[src/sv/scfl_pkg.sv]
// Package for the size class free list allocator.
// Holds the class, status and register codes, the chunk geometry and the
// divide-by-chunk-size constants shared by all modules. No dependencies.
package scfl_pkg;

  localparam int unsigned SMALL_CHUNK_BYTES  = 64;
  localparam int unsigned MEDIUM_CHUNK_BYTES = 128;
  localparam int unsigned LARGE_CHUNK_BYTES  = 192;
  localparam int unsigned SLOTS_PER_CLASS    = 256;

  localparam int unsigned NUM_CLASSES = 3;
  localparam int unsigned ADDR_W      = 32;
  localparam int unsigned CLS_W       = 2;
  localparam int unsigned STATUS_W    = 2;
  localparam int unsigned CFG_IDX_W   = 2;

  // Slot numbers, and counts or links that can also hold the empty mark.
  localparam int unsigned SLOT_W = $clog2(SLOTS_PER_CLASS);
  localparam int unsigned CNT_W  = $clog2(SLOTS_PER_CLASS + 1);

  localparam int unsigned MAX_CHUNK_BYTES =
      (SMALL_CHUNK_BYTES > MEDIUM_CHUNK_BYTES) ?
      ((SMALL_CHUNK_BYTES > LARGE_CHUNK_BYTES) ? SMALL_CHUNK_BYTES : LARGE_CHUNK_BYTES) :
      ((MEDIUM_CHUNK_BYTES > LARGE_CHUNK_BYTES) ? MEDIUM_CHUNK_BYTES : LARGE_CHUNK_BYTES);
  localparam int unsigned CHUNK_W = $clog2(MAX_CHUNK_BYTES + 1);

  // Width of an in-region byte offset, and of the reciprocal products.
  localparam int unsigned OFF_W   = $clog2(SLOTS_PER_CLASS * MAX_CHUNK_BYTES);
  localparam int unsigned RECIP_W = OFF_W + 2;
  localparam int unsigned PROD_W  = OFF_W + RECIP_W;

  // q = (x * RECIP) >> SHIFT is exact for every x below 2**OFF_W.
  localparam int unsigned SMALL_SHIFT  = OFF_W + $clog2(SMALL_CHUNK_BYTES);
  localparam int unsigned MEDIUM_SHIFT = OFF_W + $clog2(MEDIUM_CHUNK_BYTES);
  localparam int unsigned LARGE_SHIFT  = OFF_W + $clog2(LARGE_CHUNK_BYTES);
  localparam longint unsigned SMALL_RECIP =
      ((64'd1 << SMALL_SHIFT) + SMALL_CHUNK_BYTES - 1) / SMALL_CHUNK_BYTES;
  localparam longint unsigned MEDIUM_RECIP =
      ((64'd1 << MEDIUM_SHIFT) + MEDIUM_CHUNK_BYTES - 1) / MEDIUM_CHUNK_BYTES;
  localparam longint unsigned LARGE_RECIP =
      ((64'd1 << LARGE_SHIFT) + LARGE_CHUNK_BYTES - 1) / LARGE_CHUNK_BYTES;

  localparam int unsigned LINK_DEPTH = NUM_CLASSES * SLOTS_PER_CLASS;
  localparam int unsigned LINK_AW    = $clog2(LINK_DEPTH);

  localparam logic [CLS_W-1:0] CLS_SMALL  = 2'd0;
  localparam logic [CLS_W-1:0] CLS_MEDIUM = 2'd1;
  localparam logic [CLS_W-1:0] CLS_LARGE  = 2'd2;

  localparam logic [STATUS_W-1:0] STATUS_OK          = 2'd0;
  localparam logic [STATUS_W-1:0] STATUS_TOO_LARGE   = 2'd1;
  localparam logic [STATUS_W-1:0] STATUS_EXHAUSTED   = 2'd2;
  localparam logic [STATUS_W-1:0] STATUS_BAD_ADDRESS = 2'd3;

  localparam logic FUNC_ALLOC = 1'b0;
  localparam logic FUNC_FREE  = 1'b1;

  localparam logic [CFG_IDX_W-1:0] CFG_SMALL_BASE  = 2'd0;
  localparam logic [CFG_IDX_W-1:0] CFG_MEDIUM_BASE = 2'd1;
  localparam logic [CFG_IDX_W-1:0] CFG_LARGE_BASE  = 2'd2;

  localparam logic [ADDR_W-1:0] SMALL_BASE_RST  = 32'd0;
  localparam logic [ADDR_W-1:0] MEDIUM_BASE_RST = 32'd16384;
  localparam logic [ADDR_W-1:0] LARGE_BASE_RST  = 32'd49152;

  // Result of the address check stage for a free.
  typedef struct packed {
    logic              in_range;
    logic [SLOT_W-1:0] slot;
    logic [OFF_W-1:0]  offset;
  } free_chk_t;

  function automatic logic [CHUNK_W-1:0] chunk_bytes(input logic [CLS_W-1:0] cls);
    logic [CHUNK_W-1:0] res;
    unique case (cls)
      CLS_SMALL:  res = CHUNK_W'(SMALL_CHUNK_BYTES);
      CLS_MEDIUM: res = CHUNK_W'(MEDIUM_CHUNK_BYTES);
      default:    res = CHUNK_W'(LARGE_CHUNK_BYTES);
    endcase
    return res;
  endfunction

  function automatic logic [LINK_AW-1:0] link_addr(input logic [CLS_W-1:0] cls,
                                                   input logic [SLOT_W-1:0] slot);
    return LINK_AW'(cls) * LINK_AW'(SLOTS_PER_CLASS) + LINK_AW'(slot);
  endfunction

endpackage

[src/sv/scfl_free_div.sv]
// Address check stage for a free: region offset, range test and slot number.
// The slot comes from a reciprocal multiply; depends on scfl_pkg.
module scfl_free_div (
  input  logic                          clk_i,
  input  logic                          load_i,
  input  logic [scfl_pkg::CLS_W-1:0]    cls_i,
  input  logic [scfl_pkg::ADDR_W-1:0]   free_address_i,
  input  logic [scfl_pkg::ADDR_W-1:0]   base_i,
  output scfl_pkg::free_chk_t           chk_o
);

  logic [scfl_pkg::ADDR_W-1:0]  offset;
  logic [scfl_pkg::ADDR_W-1:0]  limit;
  logic [scfl_pkg::OFF_W-1:0]   offset_lo;
  logic [scfl_pkg::RECIP_W-1:0] recip;
  logic [scfl_pkg::PROD_W-1:0]  prod;
  logic [scfl_pkg::SLOT_W-1:0]  quot;
  scfl_pkg::free_chk_t          chk_d;
  scfl_pkg::free_chk_t          chk_q;

  assign offset    = free_address_i - base_i;
  assign offset_lo = offset[scfl_pkg::OFF_W-1:0];

  always_comb begin
    unique case (cls_i)
      scfl_pkg::CLS_SMALL: begin
        limit = scfl_pkg::ADDR_W'(scfl_pkg::SLOTS_PER_CLASS * scfl_pkg::SMALL_CHUNK_BYTES);
        recip = scfl_pkg::RECIP_W'(scfl_pkg::SMALL_RECIP);
      end
      scfl_pkg::CLS_MEDIUM: begin
        limit = scfl_pkg::ADDR_W'(scfl_pkg::SLOTS_PER_CLASS * scfl_pkg::MEDIUM_CHUNK_BYTES);
        recip = scfl_pkg::RECIP_W'(scfl_pkg::MEDIUM_RECIP);
      end
      default: begin
        limit = scfl_pkg::ADDR_W'(scfl_pkg::SLOTS_PER_CLASS * scfl_pkg::LARGE_CHUNK_BYTES);
        recip = scfl_pkg::RECIP_W'(scfl_pkg::LARGE_RECIP);
      end
    endcase
  end

  assign prod = scfl_pkg::PROD_W'(offset_lo) * scfl_pkg::PROD_W'(recip);

  always_comb begin
    unique case (cls_i)
      scfl_pkg::CLS_SMALL:  quot = scfl_pkg::SLOT_W'(prod >> scfl_pkg::SMALL_SHIFT);
      scfl_pkg::CLS_MEDIUM: quot = scfl_pkg::SLOT_W'(prod >> scfl_pkg::MEDIUM_SHIFT);
      default:              quot = scfl_pkg::SLOT_W'(prod >> scfl_pkg::LARGE_SHIFT);
    endcase
  end

  // The slot is only meaningful when the offset lies inside the region.
  always_comb begin
    chk_d.in_range = (offset < limit);
    chk_d.slot     = quot;
    chk_d.offset   = offset_lo;
  end

  always_ff @(posedge clk_i) begin
    if (load_i) begin
      chk_q <= chk_d;
    end
  end

  assign chk_o = chk_q;

endmodule

[config.mk]
export PLATFORM = sky130hd
export DESIGN_NAME = scfl_free_div
export DESIGN_NICKNAME = d
export VERILOG_FILES = /design/src/sv/scfl_pkg.sv /design/src/sv/scfl_free_div.sv
export SDC_FILE = /design/constraint.sdc
export NUM_CORES = 1
export LEC_CHECK = 0
export BUFFER_PORTS_ARGS = -buffer_cell sky130_fd_sc_hd__clkbuf_2
export CORE_MARGIN = 4
export CORE_UTILIZATION = 55
export DETAILED_ROUTE_END_ITERATION = 6
export GPL_TIMING_DRIVEN = 1
export PLACE_DENSITY = 0.79
export SYNTH_ARGS = -nofsm -noshare
export SYNTH_HDL_FRONTEND = slang
export SYNTH_SLANG_ARGS = --single-unit
[constraint.sdc]
create_clock -name clk_i -period 8.9 [get_ports clk_i]
set_input_delay 0.89 -clock clk_i [delete_from_list [all_inputs] [get_ports clk_i]]
set_output_delay 0.89 -clock clk_i [all_outputs]
set_load 0.005 [all_outputs]
==> reports/metrics.cfg <==
[synthesis]
synth_seq_cells = 25
synth_nets = 1088
netlist_top_cells_area = ha_1 26%, fa_1 21%, edfxtp_1 11%, inv_1 8.4%, a21oi_1 3.7%
synth_ff_type = edfxtp_1
synth_edf_count = 25
synth_seq_area_share = 0.106
synth_top_cell_area_share = 0.256
netlist_instances = 799
netlist_area_mm2 = 0.00710
ys_types = 63
syn_area_per_cell_um2 = 8.88
async_reset_ff_frac = 0
synth_top_cell_by_area = ha_1
ys_warn_count = 0

[clocking]
clock_path_buffers = 2
cts_buffers = 3
cts_tree = built
clockRootBuffer = clkbuf_16
clock-sinks = 25
cts_hold_buf = 0
htree_levels = 1
path_clk_slew_ns = 0.07

[route]
finalWirelength_um = 15600
post_drt_wl_per_cell_um = 14.9
drt-vias-per-instance = 5.51
dr.pass1.iters = 5
ant_nets = 0
dr.first_iter.drc_count = 322
vias = 5792
drc = 0

[timing]
setup_viol_count_final = 0
relSlewSlack = 0.527
tns_ns = 0
worstMarginPinSlew_ns = 0.709
hold_viol = 0
fin_crit_sh = 0.946
rsz0062_at_grt = no
period_needed_ns = 8.42
fmax_mhz = 119
final_max_slew_viol_count = 0

[hold_path]
min-delay-start = cls_i[0]
min_to = chk_o[20]
min_path_type = input pin to flip-flop
hold_path_depth = 3

[placement]
placed_cells = 1048
hpwl_um = 13700
place_congestion = 0.952
numPortBuffers = 92

[global_routing]
grt_pass1_wl_um = 26300
use_met3 = 0.0320
grt_usage = 0.216
grt_antenna_before_repair = 0
grtUsageMet1 = 0.308
met2_usage = 0.362
grt_max_degree = 42
grt_pass1_vias = 5743
busiest_layer = met2
grt_remaining_overflow = 0

[finish]
final_common_cell = inv_1
largest_reg_flops = 25
layout_common_cells = 159 x inv_1, 145 x ha_1, 92 x clkbuf_2, 76 x fa_1, 52 x a21oi_1
drive_gt1_frac = 0.128
area_delta_synth_final_pct = 9.96
n_antenna_cell = 0
stdcell_count = 1052
fin_nets = 1170

[floorplanning]
start_util = 0.562
die_x_um = 122
fp-row-count = 41
fp.dieH_um = 122
pin_count = 93
dieArea_mm2 = 0.0148
core_area_mm2 = 0.0126

[worst_setup_path]
crit_path_max_incr_delay_ns = 0.52
crit_type = input pin to flip-flop
cp_max_fo = 6
crit_arrival_ns = 8.39
required_ns = 8.87
end_kind = flip-flop
startpoint_type = input pin
cpMaxStageDelayCell = fa_1
cpMostUsedCell = fa_1

[status]
status = finished, final reports clean

[job]
maxCapViolations = 0

worst max-delay path by stage:
stage / from / end / slack [ns]
final: base_i[6] / chk_o[22] / 0.48
after global routing: base_i[6] / chk_o[22] / 0.008
after CTS: base_i[2] / chk_o[22] / 0.54
after detailed placement: base_i[6] / chk_o[22] / 0.24
after global placement: base_i[6] / chk_o[22] / 0.48
after floorplan: base_i[2] / chk_o[21] / 1.14
cell usage after synthesis, types with 3 or more instances:
cell type	instances
a21o_1	11
o221ai_1	3
a211oi_1	11
nor2b_1	10
a221oi_1	3
a21oi_1	52
fa_1	76
xor2_1	9
nor2_1	37
or2_2	4
nand2b_1	7
inv_1	159
nand3_1	13
o21bai_1	4
nor3_1	8
nand4_1	12
o211ai_1	7
clkbuf_1	12
or3_1	7
edfxtp_1	25
ha_1	145
xnor2_1	27
nand2_1	47
mux2i_1	7
o21ai_0	32
and2_1	21
worst max-delay path, delay by kind of cell:
family	cells	cell delay (ns)
adder cells (fa/ha/maj)	7	3.24
AO/OA/AOI/OAI	11	2.57
XOR/XNOR	3	0.93
AND/OR/NAND/NOR	2	0.51
buffers and inverters	4	0.25
cell type report:
| class | instances | area (um^2) |
|---|---|---|
| clock buffer | 3 | 75.1 |
| multi-input combinational | 599 | 5690 |
| sequential | 25 | 751 |
| tap | 172 | 215 |
| timing repair buffer | 93 | 468 |
| clock inverter | 1 | 7.51 |
| fill | 1091 | 4810 |
| inverter | 159 | 597 |
per-stage QoR:
stage | hold WS [ns] | worst slack (ns) | area (um^2) | util
after floorplan | 1.00 | 1.14 | 7100 | -
after global placement | 1.29 | 0.478 | 7700 | 0.610
after detailed placement | 1.29 | 0.239 | 7700 | 0.610
after CTS | 1.17 | 0.542 | 7790 | 0.617
after global routing | 1.23 | 0.00786 | 7800 | 0.618
final | 1.17 | 0.478 | 7800 | 0.618
routing by layer:
layer	wire [um]	up-vias
li1	-	2871
met3	973	16
met4	138	0
met5	0	-
met2	7470	189
met1	7050	2716
cell families (layout without fill, tap and decap cells):
kind of cell    count (synthesis)  count (layout)  synth area share
fa+ha+maj                     221             221             0.470
simple gates                  177             177             0.126
buf+inv                       175             256            0.0950
compound gates                157             157             0.146
xor+xnor                       37              37            0.0467
flops                          25              25             0.106
mux                             7               7           0.00987
timing repair:
item / in CTS / in global routing
endpoints found under the hold margin: 0 / 0
resized for setup: 0 / 2
setup buffers: 0 / 0
endpoints found under the setup margin: 0 / 1
Power is left out: the tool's default activity adds up to more than one toggle a clock period on the data nets, which glitch-free logic cannot reach.
