$ cat config.mk
export PLATFORM = sky130hd
export DESIGN_NAME = scfl_ram
export DESIGN_NICKNAME = d
export VERILOG_FILES = /design/src/sv/scfl_ram.sv
export SDC_FILE = /design/constraint.sdc
export NUM_CORES = 1
export LEC_CHECK = 0
export ABC_AREA = 1
export ABC_CLOCK_PERIOD_IN_PS = 1300
export BUFFER_PORTS_ARGS = -buffer_cell sky130_fd_sc_hd__buf_2
export CAP_MARGIN = 0
export CORE_ASPECT_RATIO = 0.6
export CORE_MARGIN = 3
export CORE_UTILIZATION = 35
export DETAILED_ROUTE_END_ITERATION = 10
export GPL_ROUTABILITY_DRIVEN = 1
export HOLD_SLACK_MARGIN = 0.02
export MAX_ROUTING_LAYER = met4
export SLEW_MARGIN = 25
export SYNTH_ARGS = -nofsm -noshare
export SYNTH_HDL_FRONTEND = slang
export SYNTH_SLANG_ARGS = --single-unit
$ cat constraint.sdc
create_clock -name clk_i -period 1.3 [get_ports clk_i]
set_clock_uncertainty 0.2 [all_clocks]
set_input_delay 0.13 -clock clk_i [delete_from_list [all_inputs] [get_ports clk_i]]
set_output_delay 0.13 -clock clk_i [all_outputs]
set_load 0.1 [all_outputs]
$ cat src/sv/scfl_ram.sv
// Generic single-port-write, single-port-read synchronous RAM.
// Read data is registered and holds while no read is issued. No dependencies.
module scfl_ram #(
  parameter int unsigned WIDTH = 8,
  parameter int unsigned DEPTH = 16
) (
  input  logic                     clk_i,
  input  logic                     we_i,
  input  logic [$clog2(DEPTH)-1:0] waddr_i,
  input  logic [WIDTH-1:0]         wdata_i,
  input  logic                     re_i,
  input  logic [$clog2(DEPTH)-1:0] raddr_i,
  output logic [WIDTH-1:0]         rdata_o
);

  logic [WIDTH-1:0] mem_q [DEPTH];
  logic [WIDTH-1:0] rdata_q;

  always_ff @(posedge clk_i) begin
    if (we_i) begin
      mem_q[waddr_i] <= wdata_i;
    end
    if (re_i) begin
      rdata_q <= mem_q[raddr_i];
    end
  end

  assign rdata_o = rdata_q;

endmodule

==> metrics.md, run 1 <==
| Metric | Value |
|---|---|
| Outcome | complete, but fails checks |
| Yosys cell types | 11 |
| Cell Chain, Critical Path | buf_12 |
| Sequential cell area fraction in the yosys report | 69.8% |
| Syn-to-layout area delta | 27.7% |
| Die height | 106 um |
| Clock transition at path regs | 50 ps |
| Register bit count reported by yosys | 136 |
| Fin Hold WS | 126 ps |
| VDD IR max | 0.955 mV |
| Global-route wire length before repair | 21700 um |
| Worst slew margin | about 73% |
| # IOs | 27 |
| Critical setup path kind | register to output pin |
| Failing checks | setup timing |
| Worst Hold Class | primary input to register |
| Final count of hold timing violations | 0 |
| Synthesized area | 5850 um2 |
| Drt pass-1 iters | 5 |
| Post-synth top area cell | edfxtp_1 |
| Starting density of the core | 36.9% |
| I/O Buffers | 26 |
| Initial DRC count | 370 |
| Clock Latency Late Sink | approximately 400 ps |
| Post-CTS setup buffer count | 0 |
| WP data required | 970 ps |
| CP peak stage delay | 510 ps |
| Nets | 641 |
| Inserted Diodes | 0 |
| Die ar. | 18300 um2 |
| Syn Area/Cell | 10.6 um2 |
| CTS buffer count | 17 |
| Layout cells sized above 1 | 22.2% |
| Max H-tree Level | 4 |
| Final Max Slew Viols | 0 |
| Crit path capture type | output pin |
| RSZ-0062 raised after global routing | true |
| Crit-path slowest cell | edfxtp_1 |
| Grt ovf | 0 |
| Pre-CTS setup slack | -211 ps |
| Max Buffers Root-to-Sink | 2 |
| Final setup viols | 8 |
| CTS root buffer | clkbuf_16 |
| Leak pwr | 0.00320 uW |
| Via Count | approximately 4000 |
| Ranking of synthesized cells by area | edfxtp_1 70%, nand2_1 11%, nand3_1 8.3% |
| Arrival time worst endpoint | 1150 ps |
| CTS tree | built |
| Die Wd | 173 um |
| Crit start category | register |
| CP top delay family | flip-flops |
| Synth Net Count | 570 |
| Buf/Inv on CP | 1 |
| # clock sinks | about 140 |
| Critical Path Fanout Max | 1 |
| DP HPWL | 9330 um |
| Yosys warnings | 0 |
| Global Route Usage Sum | 16.4% |
| Final period utilization | 114% |
| Routed WL per cell | between 15 and 20 um |
| Placer Congestion | approximately 0.9 |
| Core footprint | 15900 um2 |
| Most frequent cells in the layout | 168 x nand2_1, 136 x edfxtp_1, 98 x inv_1 |
| Antenna-violating nets left | 0 |
| Initial antenna violation count | 0 |
| Rows | 35 |
| Number of global-route vias before repair | 3791 |
| Max cap viols | 0 |
| DR DRC count | 0 |
| Cell area power density | 1410 nW/um2 |
| Tmin final | 1480 ps |
| Most common cell after layout, fill and taps aside | nand2_1 |
| Synth Instances | 551 |
| Top cell type's share of synthesized area | a little over two thirds |
| Max frequency | 674 MHz |
| Post-Route WL | about 14000 um |
| Via-per-instance ratio | 4.69 |
| Crit path setup slack, layout | -183 ps |
| Worst Tran Pin Value | 406 ps |
| Largest net degree at the start of global routing | 46 |
power breakdown:
group	internal [uW]	switching, uW	leakage [uW]
registers	4940	53.9	0.00124
clock network	2800	1770	0.000269
logic	328	612	0.00170
total	8070	2440	0.00320
synthesized netlist by cell type:
cell type and n:
buf_6 6, inv_1 100, buf_1 1, inv_2 2, nand2_1 173, edfxtp_1 136, nand3_1 97, buf_4 4
nor2_1 17, buf_2 13, nand3b_1 2
timing repair:
action / in CTS / in global routing
pin swaps: 0 / 15
resized for setup: 0 / 46
hold buffers: 10 / 0
hold endpoints to repair: 137 / 0
setup endpoints to repair: 8 / 16
per-stage QoR:
stage               instances  total power, uW  instance area [um2]  utilization (%)  TNS, ps
finish                    857            10500                 7470             47.1     -950
global route              857            10900                 7470             47.1    -1320
CTS                       857            10500                 7260             45.8    -1070
detailed placement        815             5940                 6600             41.6    -5030
global placement          815             5930                 6600             41.6    -3190
floorplan                 551             5550                 5850                -        0
path summary, 6_finish.rpt:
path,startpoint,end,slack (ps),cells past startpoint
max,rdata_o[6]$_DFFE_PP_,rdata_o[6],-180,1
min reg2reg,mem_q[10][7]$_DFFE_PP_,rdata_o[7]$_DFFE_PP_,540,6
max reg2reg,mem_q[0][7]$_DFFE_PP_,rdata_o[7]$_DFFE_PP_,20,6
min,raddr_i[2],rdata_o[2]$_DFFE_PP_,130,5
area by class of cell:
cell class / count / area (um2)
multi-input combinational: 289 / 1420
clock buffer: 19 / 433
inverter: 102 / 383
fill: 1451 / 8380
clock inverter: 13 / 131
timing repair buffer: 76 / 738
sequential: 136 / 4080
tap: 222 / 278
layer usage:
layer	part of all wire (%)	track usage [%]
met2	42	21.7
met5	0	-
met1	50	24.6
met4	0.65	4.45
met3	7.8	4.46
registers in the layout (all words and copies together), names as in the netlist:
name,cells
rdata_o,8
mem_q,128
cell families (layout without fill, tap and decap cells):
| group | count (synthesis) | in the layout | synth area share (%) |
|---|---|---|---|
| buf+inv | 126 | 210 | 9.39 |
| flops | 136 | 136 | 69.8 |
| simple gates | 289 | 289 | 20.8 |
(Power assumes the default switching activity.)
==> run 2, diff against run 1 <==
--- a/config.mk
+++ b/config.mk
@@ -13,3 +13,4 @@
 export CORE_MARGIN = 3
-export CORE_UTILIZATION = 35
+export CORE_UTILIZATION = 42
+export CTS_BUF_LIST = sky130_fd_sc_hd__clkbuf_8
 export DETAILED_ROUTE_END_ITERATION = 10
==> constraint.sdc (replaced) <==
create_clock -name clk_i -period 1.3 [get_ports clk_i]
set_clock_uncertainty 0.2 [all_clocks]
set_input_delay 0.26 -clock clk_i [delete_from_list [all_inputs] [get_ports clk_i]]
set_output_delay 0.26 -clock clk_i [all_outputs]
set_load 0.1 [all_outputs]
==> metrics.md, run 2 (synthesis gave the netlist of run 1 again) <==
| Metric | Value |
|---|---|
| Global Route Usage Sum | 18.4% (was 16.4%) |
| Max frequency | 633 MHz (was 674 MHz) |
| Core footprint | 13200 um2 (was 15900 um2) |
| Clock Latency Late Sink | 430 ps (was 410 ps) |
| Worst Hold Class | primary input to register (unchanged) |
| Max FFs per register | 128 (unchanged) |
| Max cap viols | 0 (unchanged) |
| Net switching power | 2240 uW (was 2440 uW) |
| Grt ovf | 0 (unchanged) |
| Layout cells sized above 1 | 23.2% (was 22.2%) |
| Most frequent cells in the layout | 168 x nand2_1, 136 x edfxtp_1, 98 x inv_1 (unchanged) |
| Final count of hold timing violations | 0 (unchanged) |
| Final Max Slew Viols | 0 (unchanged) |
| Crit path setup slack, layout | -281 ps (was -183 ps) |
| Outcome | complete, but fails checks (unchanged) |
| Crit-path slowest cell | edfxtp_1 (unchanged) |
| Largest net degree at the start of global routing | 48 (was 46) |
| CP peak stage delay | 480 ps (was 510 ps) |
| Arrival time worst endpoint | 1120 ps (was 1150 ps) |
| # IOs | 27 (unchanged) |
| Die height | 97.4 um (was 106 um) |
| Sw Ratio | 24.5% (was 23.2%) |
| Crit path capture type | output pin (unchanged) |
| Rows | 32 (was 35) |
| Biggest register | mem_q (unchanged) |
| Final core area utilization | 54.6% (was 47.1%) |
| Critical Path Fanout Max | 1 (unchanged) |
| Worst slew margin | 71.5% (was 72.9%) |
| DP HPWL | 8730 um (was 9330 um) |
| Nets | 631 (was 641) |
| Multi-input gate area | 1430 um2 (was 1420 um2) |
| Via Count | 3952 (was 4017) |
| Final setup viols | 8 (unchanged) |
| Routed WL per cell | 17.0 um (was 16.7 um) |
| DR DRC count | 0 (unchanged) |
| Worst Tran Pin Value | 427 ps (was 406 ps) |
| Starting density of the core | 44.3% (was 36.9%) |
| Cell Int Power | 6930 uW (was 8070 uW) |
| Die ar. | 15400 um2 (was 18300 um2) |
| Initial DRC count | 370 (unchanged) |
| Final period utilization | 122% (was 114%) |
| # clock sinks | 136 (unchanged) |
| Clock transition at path regs | 80 ps (was 50 ps) |
| Drt pass-1 iters | 5 (unchanged) |
| VDD IR max | 0.654 mV (was 0.955 mV) |
| Failing checks | setup timing (unchanged) |
| Cell Chain, Critical Path | buf_12 (unchanged) |
| WP data required | 840 ps (was 970 ps) |
| CTS tree | built (unchanged) |
| CTS root buffer | clkbuf_8 (was clkbuf_16) |
| I/O Buffers | 26 (unchanged) |
| CTS buffer count | 17 (unchanged) |
| Max Buffers Root-to-Sink | 2 (unchanged) |
| Global-route wire length before repair | 20600 um (was 21700 um) |
| Reg power frac | 54.3% (was 47.5%) |
| Critical setup path kind | register to output pin (unchanged) |
| Combinational Power Share | 10.2% (was 8.9%) |
| Syn-to-layout area delta | 23.5% (was 27.7%) |
| Fill count | 1133 (was 1451) |
| CP top delay family | flip-flops (unchanged) |
| Final setup TNS | -1940 ps (was -950 ps) |
| Die Wd | 158 um (was 173 um) |
| Most common cell after layout, fill and taps aside | nand2_1 (unchanged) |
| FF-to-FF setup slack | 10 ps (was 20 ps) |
| Number of global-route vias before repair | 3660 (was 3791) |
| Final Power | 9180 uW (was 10500 uW) |
| Placer Congestion | 0.859 (was 0.901) |
| Clock power share | 35.5% (was 43.5%) |
| Max H-tree Level | 4 (unchanged) |
| Cell area power density | 1270 nW/um2 (was 1410 nW/um2) |
| RSZ-0062 raised after global routing | true (unchanged) |
| Leak pwr | 0.00309 uW (was 0.00320 uW) |
| Via-per-instance ratio | 4.97 (was 4.69) |
| Antenna-violating nets left | 0 (unchanged) |
| Initial antenna violation count | 0 (unchanged) |
| Post-Route WL | 13500 um (was 14300 um) |
| Tmin final | 1580 ps (was 1480 ps) |
| Inserted Diodes | 0 (unchanged) |
| Buf/Inv on CP | 1 (unchanged) |
| Register Area | 4080 um2 (unchanged) |
| Crit start category | register (unchanged) |
run 2: layout make-up:
class,count,area share [%]
multi-input cells,289,19.8
well taps,170,2.95
clock buffers,17,3.24
repair buffers,66,10.2
inverters,102,5.30
flip-flops and latches,136,56.6
clock inverters,15,1.91
run 2: per-layer routing:
metal | share of wire [%] | up-vias | routed length, um | global-route usage, %
met2 | 41 | 125 | 5530 | 23.0
met1 | 51 | 1910 | 6890 | 29.3
met3 | 6.7 | 15 | 898 | 4.98
met4 | 1.2 | 0 | 162 | 4.63
li1 | - | 1902 | - | -
met5 | 0 | - | 0 | -
run 2: power by group through the flow:
stage / Sequential (uW) / Clock (uW) / Combinational (uW)
2_1_floorplan: 5210 / 0 / 350
3_3_place_gp: 5080 / 0 / 859
3_5_place_dp: 5080 / 0 / 867
4_1_cts: 4980 / 3310 / 886
5_1_grt: 4990 / 3510 / 1010
6_report: 4980 / 3260 / 936
run 2: what timing repair did:
item / in CTS / in global routing
setup endpoints to repair: 10 / 16
gates resized for setup: 3 / 42
pin swaps: 2 / 33
hold endpoints to repair: 31 / 0
setup buffers: 0 / 0
hold buffers: 5 / 0
run 2: path summary, 6_finish.rpt:
check                                            from                      to  cells past startpoint
worst max-delay path             rdata_o[5]$_DFFE_PP_              rdata_o[5]                      1
worst min-delay path                       wdata_i[2]  mem_q[11][2]$_DFFE_PP_                      1
worst max register to register  mem_q[0][7]$_DFFE_PP_    rdata_o[7]$_DFFE_PP_                      6
worst min register to register  mem_q[2][5]$_DFFE_PP_    rdata_o[5]$_DFFE_PP_                      6
run 2: metrics by stage:
stage	cells	hold WS, ps	setup slack (ps)	area (um2)
after detailed placement	758	451	-350	6600
after global routing	795	28.2	-318	7220
after floorplan	551	159	-111	5860
after CTS	795	20.2	-305	7030
final	795	38.5	-281	7220
after global placement	758	453	-334	6600
